==> config.mk <==
export PLATFORM = sky130hd
export DESIGN_NAME = ballast_command_responder_top
export DESIGN_NICKNAME = d
export VERILOG_FILES = /design/src/hw/rtl/bcr_pkg.sv /design/src/hw/rtl/bcr_front.sv /design/src/hw/rtl/bcr_queue.sv /design/src/hw/rtl/bcr_back.sv /design/src/hw/rtl/ballast_command_responder_top.sv
export SDC_FILE = /design/constraint.sdc
export NUM_CORES = 1
export LEC_CHECK = 0
export ABC_AREA = 1
export BUFFER_PORTS_ARGS = -buffer_cell sky130_fd_sc_hd__clkbuf_2
export CAP_MARGIN = 20
export CORE_MARGIN = 2
export CORE_UTILIZATION = 35
export DETAILED_ROUTE_END_ITERATION = 12
export GPL_ROUTABILITY_DRIVEN = 0
export PLACE_DENSITY = 0.53
export SLEW_MARGIN = 10
export SYNTH_ARGS = -nofsm -noshare
export SYNTH_HDL_FRONTEND = slang
export SYNTH_SLANG_ARGS = --single-unit
==> constraint.sdc <==
create_clock -name i_clk -period 2.9 [get_ports i_clk]
set_input_delay 0.29 -clock i_clk [delete_from_list [all_inputs] [get_ports i_clk]]
set_output_delay 0.29 -clock i_clk [all_outputs]
set_load 0.01 [all_outputs]
==> src/hw/rtl/bcr_pkg.sv <==
// ----------------------------------------------------------------------------
// bcr_pkg
// Shared types, constants and reply tables of the ballast command responder.
// ----------------------------------------------------------------------------
package bcr_pkg;

    // command bytes
    localparam logic [7:0] BYTE_TOGGLE   = 8'h75;
    localparam logic [7:0] BYTE_PAIR_LO  = 8'h00;
    localparam logic [7:0] BYTE_PAIR_HI  = 8'h01;
    localparam logic [7:0] BYTE_PREV_65  = 8'h65;
    localparam logic [7:0] BYTE_PREV_71  = 8'h71;

    // delay limit and reset value of the start delay
    localparam logic [7:0] DELAY_MAX     = 8'd254;
    localparam logic [7:0] DELAY_RESET   = 8'd56;

    // item kinds
    localparam logic FUNC_BYTE = 1'b0;
    localparam logic FUNC_TICK = 1'b1;

    // reply sequence codes
    typedef enum logic [3:0] {
        RPL_26, RPL_69, RPL_70, RPL_F0, RPL_F1, RPL_F2, RPL_F3,
        RPL_F4, RPL_F5, RPL_F6, RPL_FA, RPL_FB, RPL_PAIR65, RPL_PAIR71
    } t_reply;

    // one queue write from front to back
    typedef struct packed {
        logic   vld;
        t_reply code;
    } t_reply_wr;

    // number of bytes in a reply sequence
    function automatic logic [1:0] reply_len(input t_reply code);
        logic [1:0] len;
        case (code)
            RPL_26, RPL_70:       len = 2'd1;
            RPL_F1, RPL_PAIR65:   len = 2'd3;
            default:              len = 2'd2;
        endcase
        return len;
    endfunction

    // one byte of a reply sequence
    function automatic logic [7:0] reply_byte(input t_reply code, input logic [1:0] idx);
        logic [7:0] first;
        logic [7:0] second;
        logic [7:0] third;
        first  = 8'h00;
        second = 8'h00;
        third  = 8'h00;
        case (code)
            RPL_26:     first = 8'h26;
            RPL_69:     begin first = 8'h69; second = 8'h80; end
            RPL_70:     first = 8'h70;
            RPL_F0:     begin first = 8'hF0; second = 8'h01; end
            RPL_F1:     begin first = 8'hF1; second = 8'h2D; third = 8'h22; end
            RPL_F2:     begin first = 8'hF2; second = 8'hBF; end
            RPL_F3:     begin first = 8'hF3; second = 8'h00; end
            RPL_F4:     begin first = 8'hF4; second = 8'h80; end
            RPL_F5:     begin first = 8'hF5; second = 8'h01; end
            RPL_F6:     begin first = 8'hF6; second = 8'h05; end
            RPL_FA:     begin first = 8'hFA; second = 8'h62; end
            RPL_FB:     begin first = 8'hFB; second = 8'h80; end
            RPL_PAIR65: begin first = 8'h65; second = 8'h00; third = 8'h01; end
            RPL_PAIR71: begin first = 8'h71; second = 8'h01; end
            default:    first = 8'h00;
        endcase
        case (idx)
            2'd0:    return first;
            2'd1:    return second;
            default: return third;
        endcase
    endfunction

endpackage

==> src/hw/rtl/bcr_front.sv <==
// ----------------------------------------------------------------------------
// bcr_front
// Accepts words, keeps emulation and delay state, and queues reply codes.
// ----------------------------------------------------------------------------
module bcr_front import bcr_pkg::*; (
    input  logic       i_clk,
    input  logic       i_rst_n,
    input  logic       i_accept,
    input  logic       i_func,
    input  logic [7:0] i_rx_byte,
    input  logic [7:0] i_start_delay,
    output t_reply_wr  o_wr
);

    logic       r_emulating, n_emulating;
    logic       r_tx_enabled, n_tx_enabled;
    logic       r_delay_running, n_delay_running;
    logic [7:0] r_delay_count, n_delay_count;
    logic [7:0] r_prev_byte, n_prev_byte;

    logic [7:0] lim;
    logic       hit;
    t_reply     code;

    // clamp the start delay
    assign lim = (i_start_delay > DELAY_MAX) ? DELAY_MAX : i_start_delay;

    // table lookup of the received byte
    always_comb begin
        hit  = 1'b1;
        code = RPL_26;
        case (i_rx_byte)
            8'h26:   code = RPL_26;
            8'h69:   code = RPL_69;
            8'h70:   code = RPL_70;
            8'hF0:   code = RPL_F0;
            8'hF1:   code = RPL_F1;
            8'hF2:   code = RPL_F2;
            8'hF3:   code = RPL_F3;
            8'hF4:   code = RPL_F4;
            8'hF5:   code = RPL_F5;
            8'hF6:   code = RPL_F6;
            8'hFA:   code = RPL_FA;
            8'hFB:   code = RPL_FB;
            default: hit  = 1'b0;
        endcase
    end

    // state update and reply decision for one word
    always_comb begin
        n_emulating     = r_emulating;
        n_tx_enabled    = r_tx_enabled;
        n_delay_running = r_delay_running;
        n_delay_count   = r_delay_count;
        n_prev_byte     = r_prev_byte;
        o_wr.vld        = 1'b0;
        o_wr.code       = code;
        if (i_accept) begin
            if (i_func == FUNC_TICK) begin
                // delay tick
                if (r_delay_running) begin
                    if (r_delay_count <= lim) begin
                        if (r_delay_count == lim) begin
                            n_tx_enabled = 1'b1;
                        end
                        n_delay_count = r_delay_count + 8'd1;
                    end else begin
                        n_delay_count   = 8'd0;
                        n_delay_running = 1'b0;
                    end
                end
            end else if (hit) begin
                o_wr.vld = r_tx_enabled;
            end else if (i_rx_byte == BYTE_TOGGLE) begin
                n_emulating = !r_emulating;
                if (!r_emulating) begin
                    n_delay_running = 1'b1;
                end else begin
                    n_tx_enabled = 1'b0;
                end
            end else if (i_rx_byte == BYTE_PAIR_LO) begin
                o_wr.vld  = r_tx_enabled && (r_prev_byte == BYTE_PREV_65);
                o_wr.code = RPL_PAIR65;
            end else if (i_rx_byte == BYTE_PAIR_HI) begin
                o_wr.vld  = r_tx_enabled && (r_prev_byte == BYTE_PREV_71);
                o_wr.code = RPL_PAIR71;
            end else begin
                n_prev_byte = i_rx_byte;
            end
        end
    end

    // state registers
    always_ff @(posedge i_clk) begin
        if (!i_rst_n) begin
            r_emulating     <= 1'b0;
            r_tx_enabled    <= 1'b0;
            r_delay_running <= 1'b0;
            r_delay_count   <= 8'd0;
            r_prev_byte     <= 8'd0;
        end else begin
            r_emulating     <= n_emulating;
            r_tx_enabled    <= n_tx_enabled;
            r_delay_running <= n_delay_running;
            r_delay_count   <= n_delay_count;
            r_prev_byte     <= n_prev_byte;
        end
    end

endmodule

==> src/hw/rtl/bcr_queue.sv <==
// ----------------------------------------------------------------------------
// bcr_queue
// Short queue of reply codes between front and back.
// ----------------------------------------------------------------------------
module bcr_queue import bcr_pkg::*; #(
    parameter int DEPTH_LOG2 = 2
) (
    input  logic      i_clk,
    input  logic      i_rst_n,
    input  t_reply_wr i_wr,
    input  logic      i_rd,
    output logic      o_full,
    output logic      o_vld,
    output t_reply    o_code
);

    localparam int DEPTH = 1 << DEPTH_LOG2;

    t_reply                r_mem [DEPTH];
    logic [DEPTH_LOG2-1:0] r_wr_ptr;
    logic [DEPTH_LOG2-1:0] r_rd_ptr;
    logic [DEPTH_LOG2:0]   r_count;

    logic do_wr;
    logic do_rd;

    assign o_full = (r_count == (DEPTH_LOG2+1)'(DEPTH));
    assign o_vld  = (r_count != '0);
    assign o_code = r_mem[r_rd_ptr];
    assign do_wr  = i_wr.vld && !o_full;
    assign do_rd  = i_rd && o_vld;

    // storage
    always_ff @(posedge i_clk) begin
        if (do_wr) begin
            r_mem[r_wr_ptr] <= i_wr.code;
        end
    end

    // pointers and fill count
    always_ff @(posedge i_clk) begin
        if (!i_rst_n) begin
            r_wr_ptr <= '0;
            r_rd_ptr <= '0;
            r_count  <= '0;
        end else begin
            if (do_wr) begin
                r_wr_ptr <= r_wr_ptr + DEPTH_LOG2'(1);
            end
            if (do_rd) begin
                r_rd_ptr <= r_rd_ptr + DEPTH_LOG2'(1);
            end
            if (do_wr && !do_rd) begin
                r_count <= r_count + (DEPTH_LOG2+1)'(1);
            end else if (do_rd && !do_wr) begin
                r_count <= r_count - (DEPTH_LOG2+1)'(1);
            end
        end
    end

endmodule

==> src/hw/rtl/bcr_back.sv <==
// ----------------------------------------------------------------------------
// bcr_back
// Expands reply codes into bytes, one per cycle unless the output register is stalled by pop, into an output register.
// ----------------------------------------------------------------------------
module bcr_back import bcr_pkg::*; (
    input  logic       i_clk,
    input  logic       i_rst_n,
    input  logic       i_q_vld,
    input  t_reply     i_q_code,
    output logic       o_q_rd,
    output logic       o_empty,
    input  logic       i_pop,
    output logic [7:0] o_tx_byte,
    output logic       o_last
);

    logic       r_busy;
    t_reply     r_code;
    logic [1:0] r_idx;
    logic       r_out_vld;
    logic [7:0] r_out_byte;
    logic       r_out_last;

    logic out_free;
    logic emit;
    logic is_last;

    assign out_free = !r_out_vld || i_pop;
    assign emit     = r_busy && out_free;
    assign is_last  = (r_idx == reply_len(r_code) - 2'd1);
    // take the next code when idle or when the current one finishes
    assign o_q_rd   = !r_busy || (emit && is_last);

    // sequencer over the bytes of one reply
    always_ff @(posedge i_clk) begin
        if (!i_rst_n) begin
            r_busy <= 1'b0;
            r_idx  <= 2'd0;
        end else if (o_q_rd) begin
            r_busy <= i_q_vld;
            r_idx  <= 2'd0;
        end else if (emit) begin
            r_idx <= r_idx + 2'd1;
        end
    end

    always_ff @(posedge i_clk) begin
        if (o_q_rd && i_q_vld) begin
            r_code <= i_q_code;
        end
    end

    // output word register
    always_ff @(posedge i_clk) begin
        if (!i_rst_n) begin
            r_out_vld <= 1'b0;
        end else if (out_free) begin
            r_out_vld <= emit;
        end
    end

    always_ff @(posedge i_clk) begin
        if (emit) begin
            r_out_byte <= reply_byte(r_code, r_idx);
            r_out_last <= is_last;
        end
    end

    assign o_empty   = !r_out_vld;
    assign o_tx_byte = r_out_byte;
    assign o_last    = r_out_last;

endmodule

==> src/hw/rtl/ballast_command_responder_top.sv <==
// ----------------------------------------------------------------------------
// ballast_command_responder_top
// Answers serial command bytes with fixed reply sequences, with emulation
// toggle and a tick-based transmitter start delay.
// ----------------------------------------------------------------------------
//  channel  | handshake         | payload
//  ---------+-------------------+-----------------------
//  input    | push / full       | i_func, i_rx_byte
//  result   | pop / empty       | o_tx_byte, o_last
//  config   | i_cfg_we          | i_cfg_wdata (start delay ticks)
//
//  While full is low the front takes one word per cycle and updates
//  its state in that cycle. The back sends one reply byte per cycle
//  unless pop stalls it, so sustained rate is set by reply length (1 to 3).
//  full rises when the code queue between front and back is full.
//  Reset clears the control state; the start delay returns to 56.
// ----------------------------------------------------------------------------
module ballast_command_responder_top import bcr_pkg::*; #(
    parameter int QUEUE_DEPTH_LOG2 = 2
) (
    input  logic       i_clk,
    input  logic       i_rst_n,
    input  logic       push,
    output logic       full,
    input  logic       i_func,
    input  logic [7:0] i_rx_byte,
    output logic       empty,
    input  logic       pop,
    output logic [7:0] o_tx_byte,
    output logic       o_last,
    input  logic       i_cfg_we,
    input  logic [7:0] i_cfg_wdata
);

    logic [7:0] r_start_delay;
    t_reply_wr  wr;
    logic       q_rd;
    logic       q_vld;
    t_reply     q_code;
    logic       accept;

    assign accept = push && !full;

    // configuration register
    always_ff @(posedge i_clk) begin
        if (!i_rst_n) begin
            r_start_delay <= DELAY_RESET;
        end else if (i_cfg_we) begin
            r_start_delay <= i_cfg_wdata;
        end
    end

    bcr_front u_front (
        .i_clk         (i_clk),
        .i_rst_n       (i_rst_n),
        .i_accept      (accept),
        .i_func        (i_func),
        .i_rx_byte     (i_rx_byte),
        .i_start_delay (r_start_delay),
        .o_wr          (wr)
    );

    bcr_queue #(
        .DEPTH_LOG2 (QUEUE_DEPTH_LOG2)
    ) u_queue (
        .i_clk   (i_clk),
        .i_rst_n (i_rst_n),
        .i_wr    (wr),
        .i_rd    (q_rd),
        .o_full  (full),
        .o_vld   (q_vld),
        .o_code  (q_code)
    );

    bcr_back u_back (
        .i_clk     (i_clk),
        .i_rst_n   (i_rst_n),
        .i_q_vld   (q_vld),
        .i_q_code  (q_code),
        .o_q_rd    (q_rd),
        .o_empty   (empty),
        .i_pop     (pop),
        .o_tx_byte (o_tx_byte),
        .o_last    (o_last)
    );

endmodule
==> metrics.yaml, run 1 <==
crit_chain: "nor2_1 > nand2_1 > nand2_1 > nand2_1 > nand4_1 > nand2_1 > nand2_1 > ha_1 > inv_1 > fa_1 > a21oi_1 > o21ai_0 > o21ai_0 > a21oi_1"
finClkSkew_ns: 0.00914
whs_ns: 0.165
synth_cell_types: 42
cts.clk_slew.worst_paths_ns: 0.08
grt_overflow_total: 0
status: "complete, no violations"
hold_class: "input pin to flop"
nNetsFinal: 537
slew_headroom_pct: 61.2
hold_violations: 0
crit_arrival_ns: 2.70
m1WireLength_microns: 3390
post_cts_buffers: 0
cp_top_family: "simple AND/OR/NAND/NOR gates"
vias: 3028
syn_inst: 457
cts_tree: "done"
crit_type: "flop to flop"
postRouteAntennaNets: 0
yosys.area.top_type: "edfxtp_1"
rsz0062_at_grt: "no"
yosysWarnings: 0
syn_to_final_growth_pct: 16.5
first_global_vias: 2782
p_leak_uw: 0.00183
drive_gt1_share_pct: 13.7
synthTopCellsByArea: "edfxtp_1 (24%), dfxtp_1 (21%), nand2_1 (8.4%), nor2_1 (7.8%), inv_1 (6.4%)"
port_buffers: 32
synth_async_sr_flop_share_pct: 0
antenna_found_initial: 0
synth_nets: 496
drt-total-wl_microns: 7170
setup_viol: 0
cts_made_buffers: 9
worstPathMaxFanout: 6
drt_iter0_drc: 156
cp_common_cell: "nand2_1"
clock.fmax_ghz: 0.404
start_util_pct: 35.5
wl_met2_microns: 3390
seqPwrFrac_pct: 40.6
dpl.cell_count: 623
cp_slowest_cell: "edfxtp_1"
drc_errors: 0
crit_buf_inv: 1
power_switching_uw: 1050
fin_crit_ns: 2.47
swShare_pct: 32.4
die_h_microns: 105
p_int_uw: 2190
clock_sinks: 67
die_area_sq_mm: 0.0111
cts_hold_buf: 0
p_per_area_mw_per_mm2: 773
vdd_drop_max_mv: 0.283
wl_per_cell_microns: 11.2
cp.depth: 14
synth.avg_cell_area_sq_um: 7.87
synth_common_cells: "nand2_1 (80), nor2_1 (75), inv_1 (61)"
post_cts_resized: 0
synth_top_area_share_pct: 24.2
utilization_pct: 41.3
cts-root-buf: "clkbuf_8"
synth-edff-count: 29
slowest_delay_ns: 0.47
core_area_sq_mm: 0.0101
die_w_microns: 105
n_antenna_cell: 0
grt.total_usage_pct: 14.0
regArea_sq_mm: 0.00163
synth.most_common_cell: "nand2_1"
startpoint_type: "flop"
place_hpwl_microns: 5420
io_pins: 33
min_path_cells: 3
grt_pass1_wl_microns: 12600
topRoutingLayerUsed: "met4"
clock_power_share_pct: 31.4
routed_via_density: 4.74
clkLatencyLatePin_ns: 0.34
cts_buffer_depth: 2
cp.required_ns: 3.13
drv_slew: 0
cp-end-kind: "flop"
fillers: 1047
synth-main-ff-cell: "dfxtp_1"
met3_length_microns: 309
fin_cells: 639
std_cell_rows: 37
grt_max_degree: 24
synth.yosys.seq_area_share_pct: 45.4
fin_tns_setup_ns: 0
rr_worst_depth: 14
multi_input_area_sq_mm: 0.00170
ys_ff_latch: 67
cap_violations: 0
combPwrFrac_pct: 28.1
synth_area_sq_mm: 0.00360
timing.final.crit_share_pct: 85.3
worst_slew_pin_slew_ns: 0.576
cts-htree-levels: 3
dr.pass1.iters: 4
[metal layers]
layer,vias up,global-route usage (%)
li1,1604,-
met1,1339,17.7
met2,77,23.0
met3,8,3.15
met4,0,5.90
met5,-,0
[tightest hold or removal path, delay by kind of cell]
family,cells,cell delay [ns]
buf+inv,1,0.07
compound gates,2,0.11
[cell usage in the layout, fill, tap and decap left out, drive strengths merged]
master | Yosys | layout
a41oi | 1 | 1
nand3b | 3 | 3
clkinvlp | 0 | 1
nand4 | 15 | 15
a31oi | 1 | 1
o21bai | 1 | 1
nand2 | 86 | 86
o21ai | 43 | 43
a211oi | 1 | 1
clkbuf | 3 | 41
nand3 | 17 | 17
edfxtp | 29 | 29
mux2i | 1 | 1
o2111ai | 1 | 1
o211ai | 3 | 3
xor2 | 5 | 5
and3 | 1 | 1
clkinv | 3 | 5
nor3b | 1 | 1
o22ai | 4 | 4
buf | 1 | 2
ha | 16 | 16
xnor2 | 2 | 2
nor2 | 82 | 82
a21oi | 24 | 24
dfxtp | 38 | 38
inv | 62 | 62
nor4 | 4 | 4
fa | 1 | 1
or2 | 2 | 2
nor3 | 5 | 5
or3 | 1 | 1
bufinv | 0 | 4
[flip-flops by register name, summed over array words and instances (netlist names), 2 cells and up]
| register | flops |
|---|---|
| u_back.o_tx_byte | 8 |
| u_front.r_prev_byte | 8 |
| r_start_delay | 8 |
| u_queue.r_wr_ptr | 2 |
| u_queue.r_count | 3 |
| u_queue.r_rd_ptr | 2 |
| u_queue.r_mem | 16 |
| u_back.r_idx | 2 |
| u_front.r_delay_count | 8 |
| u_back.r_code | 4 |
[cell families after synthesis]
| logic type | synth area share [%] |
|---|---|
| simple gates | 27.4 |
| compound gates | 11.8 |
| buf+inv | 7.27 |
| flops | 45.4 |
| fa+ha+maj | 6.12 |
| xor+xnor | 1.70 |
| mux | 0.278 |
[area by class of cell]
class / instances / area share, %
multi-input combinational: 321 / 40.7
timing repair buffer: 34 / 4.18
clock buffer: 9 / 2.96
sequential: 67 / 38.9
tap: 136 / 4.06
inverter: 65 / 5.85
clock inverter: 7 / 3.35
[path summary, 6_finish.rpt]
check,from,end,slack [ns]
worst min register to register,u_front.r_prev_byte[1],u_front.r_prev_byte[1],0.47
worst min-delay path,i_cfg_wdata[3],r_start_delay[3],0.17
worst max register to register,u_back.r_code[2],u_queue.r_count[2],0.43
worst max-delay path,u_back.r_code[2],u_queue.r_count[2],0.43
[metrics by stage]
step	power (uW)	setup WS (ns)	area, sq um
detailed placement	2240	0.169	3930
global placement	2230	0.231	3930
floorplan	1980	0.499	3600
CTS	3270	0.430	4190
global route	3510	0.0871	4190
finish	3240	0.428	4190
[power by group through the flow]
stage / sequential (uW) / clock, uW / combinational, uW
final: 1310 / 1020 / 909
after global routing: 1340 / 1090 / 1080
after CTS: 1310 / 1050 / 912
after detailed placement: 1330 / 0 / 904
after global placement: 1330 / 0 / 903
after floorplan: 1340 / 0 / 645
No activity file was read; power rests on OpenSTA's default activity.
==> inputs of run 2 (changes only) <==
--- a/config.mk
+++ b/config.mk
@@ -7,11 +7,11 @@
 export LEC_CHECK = 0
 export ABC_AREA = 1
 export BUFFER_PORTS_ARGS = -buffer_cell sky130_fd_sc_hd__clkbuf_2
-export CAP_MARGIN = 20
 export CORE_MARGIN = 2
 export CORE_UTILIZATION = 35
 export DETAILED_ROUTE_END_ITERATION = 12
 export GPL_ROUTABILITY_DRIVEN = 0
+export MAX_ROUTING_LAYER = met4
 export PLACE_DENSITY = 0.53
 export SLEW_MARGIN = 10
 export SYNTH_ARGS = -nofsm -noshare
==> run 2 against run 1 <==
Compared with the run above:
- maximum frequency stayed put
- sequential share of layout area stayed put
- power barely moved
- final cell count stayed put
- global-route usage increased by 0.40 points
- combinational power is essentially flat
- register-to-register slack hardly changed
- clock power is essentially flat
- via count is the same
==> metrics.yaml, run 2 (synthesis gave the netlist of run 1 again) <==
syn_to_final_growth_pct: 16.5
startpoint_type: "flop"
fin_crit_ns: 2.47
io_pins: 33
cp_top_family: "simple AND/OR/NAND/NOR gates"
worstPathMaxFanout: 6
seqPwrFrac_pct: 40.6
dr.pass1.iters: 4
cts_made_buffers: 9
cp_common_cell: "nand2_1"
cp.required_ns: 3.13
cts-htree-levels: 3
die_w_microns: 105
slew_headroom_pct: 61.2
hold_violations: 0
grt_pass1_wl_microns: 12600
n_antenna_cell: 0
die_area_sq_mm: 0.0111
p_per_area_mw_per_mm2: 773
utilization_pct: 41.3
post_cts_buffers: 0
largest_reg_flops: 16
status: "complete, no violations"
m1WireLength_microns: 3390
postRouteAntennaNets: 0
swShare_pct: 32.4
reg2reg_setup_slack_ns: 0.43
worst_slew_pin_slew_ns: 0.576
power_switching_uw: 1050
cts-root-buf: "clkbuf_8"
grt_overflow_total: 0
cts_hold_buf: 0
p_int_uw: 2190
setup_viol: 0
nNetsFinal: 537
antenna_found_initial: 0
timing.final.crit_share_pct: 85.3
rsz0062_at_grt: "no"
crit_type: "flop to flop"
first_global_vias: 2784
combPwrFrac_pct: 28.1
post_cts_resized: 0
vdd_drop_max_mv: 0.283
finClkSkew_ns: 0.00914
clkLatencyLatePin_ns: 0.34
crit_arrival_ns: 2.70
wl_met2_microns: 3390
cts_tree: "done"
cts_buffer_depth: 2
drc_errors: 0
wl_per_cell_microns: 11.2
fillers: 1047
std_cell_rows: 37
topRoutingLayerUsed: "met4"
place_hpwl_microns: 5420
core_area_sq_mm: 0.0101
fin_tns_setup_ns: 0
grt.total_usage_pct: 14.4
drt_iter0_drc: 156
vias: 3028
cts.clk_slew.worst_paths_ns: 0.08
layout_commonest_cell: "nand2_1"
clock_sinks: 67
cp-end-kind: "flop"
routed_via_density: 4.74
die_h_microns: 105
clock_power_share_pct: 31.4
drive_gt1_share_pct: 13.7
clock.fmax_ghz: 0.404
final_cell_mix: "nand2_1 (80), nor2_1 (75), inv_1 (61), o21ai_0 (41), dfxtp_1 (38)"
drt-total-wl_microns: 7170
start_util_pct: 35.5
slowest_delay_ns: 0.47
crit_buf_inv: 1
grt_max_degree: 24
p_leak_uw: 0.00183
hold_class: "input pin to flop"
cp_slowest_cell: "edfxtp_1"
crit_chain: "nor2_1 > nand2_1 > nand2_1 > nand2_1 > nand4_1 > nand2_1 > nand2_1 > ha_1 > inv_1 > fa_1 > a21oi_1 > o21ai_0 > o21ai_0 > a21oi_1"
port_buffers: 32
largest_register: "u_queue.r_mem"
cap_violations: 0
met3_length_microns: 309
drv_slew: 0
[run 2: cell counts in the layout (fill, tap and decap cells not counted)]
No cell type changed its count.
[run 2: metrics by stage]
step,instances,worst slack [ns],total power [uW],instance area (sq um),hold WS [ns]
floorplan,457,0.499,1980,3600,0.398
global route,639,0.0871,3510,4190,0.155
global placement,623,0.231,2230,3930,0.462
detailed placement,623,0.169,2240,3930,0.463
finish,639,0.428,3240,4190,0.165
CTS,639,0.430,3270,4190,0.139
[run 2: per-layer routing]
layer | global-route usage [%] | vias to the layer above
met3 | 3.15 | 8
met5 | - | -
met1 | 17.7 | 1339
li1 | - | 1604
met2 | 23.0 | 77
met4 | 5.90 | 0
[run 2: final timing paths]
check | startpoint | depth (start not counted) | end
min reg2reg | u_front.r_prev_byte[1] | 2 | u_front.r_prev_byte[1]
max | u_back.r_code[2] | 14 | u_queue.r_count[2]
max reg2reg | u_back.r_code[2] | 14 | u_queue.r_count[2]
min | i_cfg_wdata[3] | 3 | r_start_delay[3]
[run 2: power groups by stage]
stage	Clock [uW]	Combinational, uW	Sequential, uW
6_report	1020	909	1310
4_1_cts	1050	912	1310
3_5_place_dp	0	904	1330
5_1_grt	1090	1080	1340
2_1_floorplan	0	645	1340
3_3_place_gp	0	903	1330
[run 2: final cells by class]
type                            instances  area [sq um]  area share [%]
Timing Repair Buffer                   34           175            4.18
Sequential cell                        67          1630            38.9
Inverter                               65           245            5.85
Clock buffer                            9           124            2.96
Tap cell                              136           170            4.06
Clock inverter                          7           140            3.35
Multi-Input combinational cell        321          1700            40.7
[run 2: worst reg2reg max path: cells and delay by family (launching register included)]
family                   cells  cell delay, ns
buffers and inverters        1            0.07
adder cells (fa/ha/maj)      2            0.59
AND/OR/NAND/NOR              7            0.77
AO/OA/AOI/OAI                4            0.46
flip-flops                   1            0.47
==> inputs of run 3 (changes only) <==
--- a/config.mk
+++ b/config.mk
@@ -7,12 +7,14 @@
 export LEC_CHECK = 0
 export ABC_AREA = 1
 export BUFFER_PORTS_ARGS = -buffer_cell sky130_fd_sc_hd__clkbuf_2
+export CELL_PAD_IN_SITES_DETAIL_PLACEMENT = 0
+export CELL_PAD_IN_SITES_GLOBAL_PLACEMENT = 1
 export CORE_MARGIN = 2
 export CORE_UTILIZATION = 35
 export DETAILED_ROUTE_END_ITERATION = 12
 export GPL_ROUTABILITY_DRIVEN = 0
 export MAX_ROUTING_LAYER = met4
-export PLACE_DENSITY = 0.53
+export PLACE_DENSITY = 0.66
 export SLEW_MARGIN = 10
 export SYNTH_ARGS = -nofsm -noshare
 export SYNTH_HDL_FRONTEND = slang
==> run 3 against run 2 <==
Compared with the run above:
- setup slack improved by 0.0054 ns
- routed wire length is 4.0% higher
- maximum frequency up 0.22%
- count of clock-buffer cells in the layout stayed put
- final cell count is the same
- sequential power about the same
- clock skew is essentially flat
- worst hold slack worse by 0.0037 ns
- die area stayed put
- non-clock buffer count did not move
- core utilization fell by 0.94 points
==> metrics.yaml, run 3 (synthesis gave the netlist of run 1 again) <==
slowest_delay_ns: 0.47
io_pins: 33
largest_reg_flops: 16
drt-total-wl_microns: 7460
worstPathMaxFanout: 6
status: "complete, no violations"
die_w_microns: 105
p_leak_uw: 0.00178
start_util_pct: 35.5
grt_pass1_wl_microns: 13000
crit_type: "flop to flop"
routed_via_density: 4.70
cap_violations: 0
cts-htree-levels: 3
timing.final.crit_share_pct: 85.1
reg2reg_setup_slack_ns: 0.43
syn_to_final_growth_pct: 13.8
cts_buffer_depth: 2
whs_ns: 0.162
hp-start: "i_cfg_wdata[4]"
cp.required_ns: 3.13
clock_sinks: 67
final_cell_mix: "nand2_1 (80), nor2_1 (75), inv_1 (61), o21ai_0 (41), dfxtp_1 (38)"
p_per_area_mw_per_mm2: 709
std_cell_rows: 37
rr_worst_depth: 14
min_path_cells: 3
min_to: "r_start_delay[4]"
nNetsFinal: 537
rsz0062_at_grt: "no"
antenna_found_initial: 0
core_area_sq_mm: 0.0101
finClkSkew_ns: 0.00886
fin_tns_setup_ns: 0
drive_gt1_share_pct: 13.7
port_buffers: 32
n_antenna_cell: 0
hold_class: "input pin to flop"
slew_headroom_pct: 65.6
setup_viol: 0
drc_errors: 0
vias: 3003
drv_slew: 0
hold_violations: 0
startpoint_type: "flop"
cp_slowest_cell: "edfxtp_1"
largest_register: "u_queue.r_mem"
wl_per_cell_microns: 11.7
cp_common_cell: "nand2_1"
fin_crit_ns: 2.47
die_h_microns: 105
cts-root-buf: "clkbuf_8"
crit_chain: "nor2_1 > nand2_1 > nand2_1 > nand2_1 > nand4_1 > nand2_1 > nand2_1 > ha_1 > inv_1 > fa_1 > a21oi_1 > o21ai_0 > o21ai_0 > a21oi_1"
grt_overflow_total: 0
layout_commonest_cell: "nand2_1"
worst_slew_pin_slew_ns: 0.511
rr_startpoint: "u_back.r_code[2]"
post_cts_buffers: 0
postRouteAntennaNets: 0
crit_arrival_ns: 2.70
startpoint: "u_back.r_code[2]"
drt_iter0_drc: 136
cts_made_buffers: 9
cts.clk_slew.worst_paths_ns: 0.08
rr_endpoint: "u_queue.r_count[2]"
first_global_vias: 2778
grt.total_usage_pct: 15.0
die_area_sq_mm: 0.0111
dr.pass1.iters: 4
clkLatencyLatePin_ns: 0.35
vdd_drop_max_mv: 0.349
grt_max_degree: 24
fillers: 1050
clock.fmax_ghz: 0.405
cts_hold_buf: 0
post_cts_resized: 0
place_hpwl_microns: 5680
cts_tree: "done"
cp-end-kind: "flop"
run 3: changes by cell type in the layout (fill, tap and decap cells not counted):
cell        previous run  this run
bufinv_16              4         0
clkinv_2               1         3
clkinvlp_4             1         3
run 3: report_power, final:
group	internal, uW	switching, uW	leakage (uW)
registers	1210	113	0.000578
clock network	304	358	0.0000787
logic	327	593	0.00112
total	1840	1060	0.00178
run 3: worst max path at each step:
stage                              end  slack [ns]
finish              u_queue.r_count[2]        0.43
global route        u_queue.r_count[2]        0.19
CTS                 u_queue.r_count[2]        0.42
detailed placement  u_queue.r_count[2]        0.17
global placement    u_queue.r_count[2]        0.19
floorplan           u_queue.r_count[2]        0.50
run 3: critical path: cells and delay by family, from the launching register on:
family | cells | cell delay (ns)
buffers and inverters | 1 | 0.07
AND/OR/NAND/NOR | 7 | 0.78
AO/OA/AOI/OAI | 4 | 0.45
adder cells (fa/ha/maj) | 2 | 0.59
flip-flops | 1 | 0.47
run 3: through the flow:
stage,util (%),instance area [sq um],cells,worst slack (ns),total power [uW]
finish,40.4,4090,639,0.433,2900
global route,40.4,4090,639,0.190,3140
CTS,40.4,4090,639,0.420,2930
detailed placement,38.7,3930,623,0.170,2260
global placement,38.7,3930,623,0.195,2260
floorplan,-,3600,457,0.499,1980
run 3: layer usage:
layer	vias up	wire length (microns)	track usage (%)
met5	-	0	-
met4	0	240	8.95
met3	17	285	2.23
met2	63	3400	23.4
met1	1322	3540	18.4
li1	1601	-	-
run 3: area by class of cell:
type | count | area, sq um | area share [%]
Sequential cell | 67 | 1630 | 39.9
Inverter | 65 | 245 | 5.99
Timing Repair Buffer | 34 | 175 | 4.28
Tap cell | 136 | 170 | 4.16
Multi-Input combinational cell | 321 | 1700 | 41.6
Clock inverter | 7 | 45.0 | 1.10
Clock buffer | 9 | 124 | 3.03
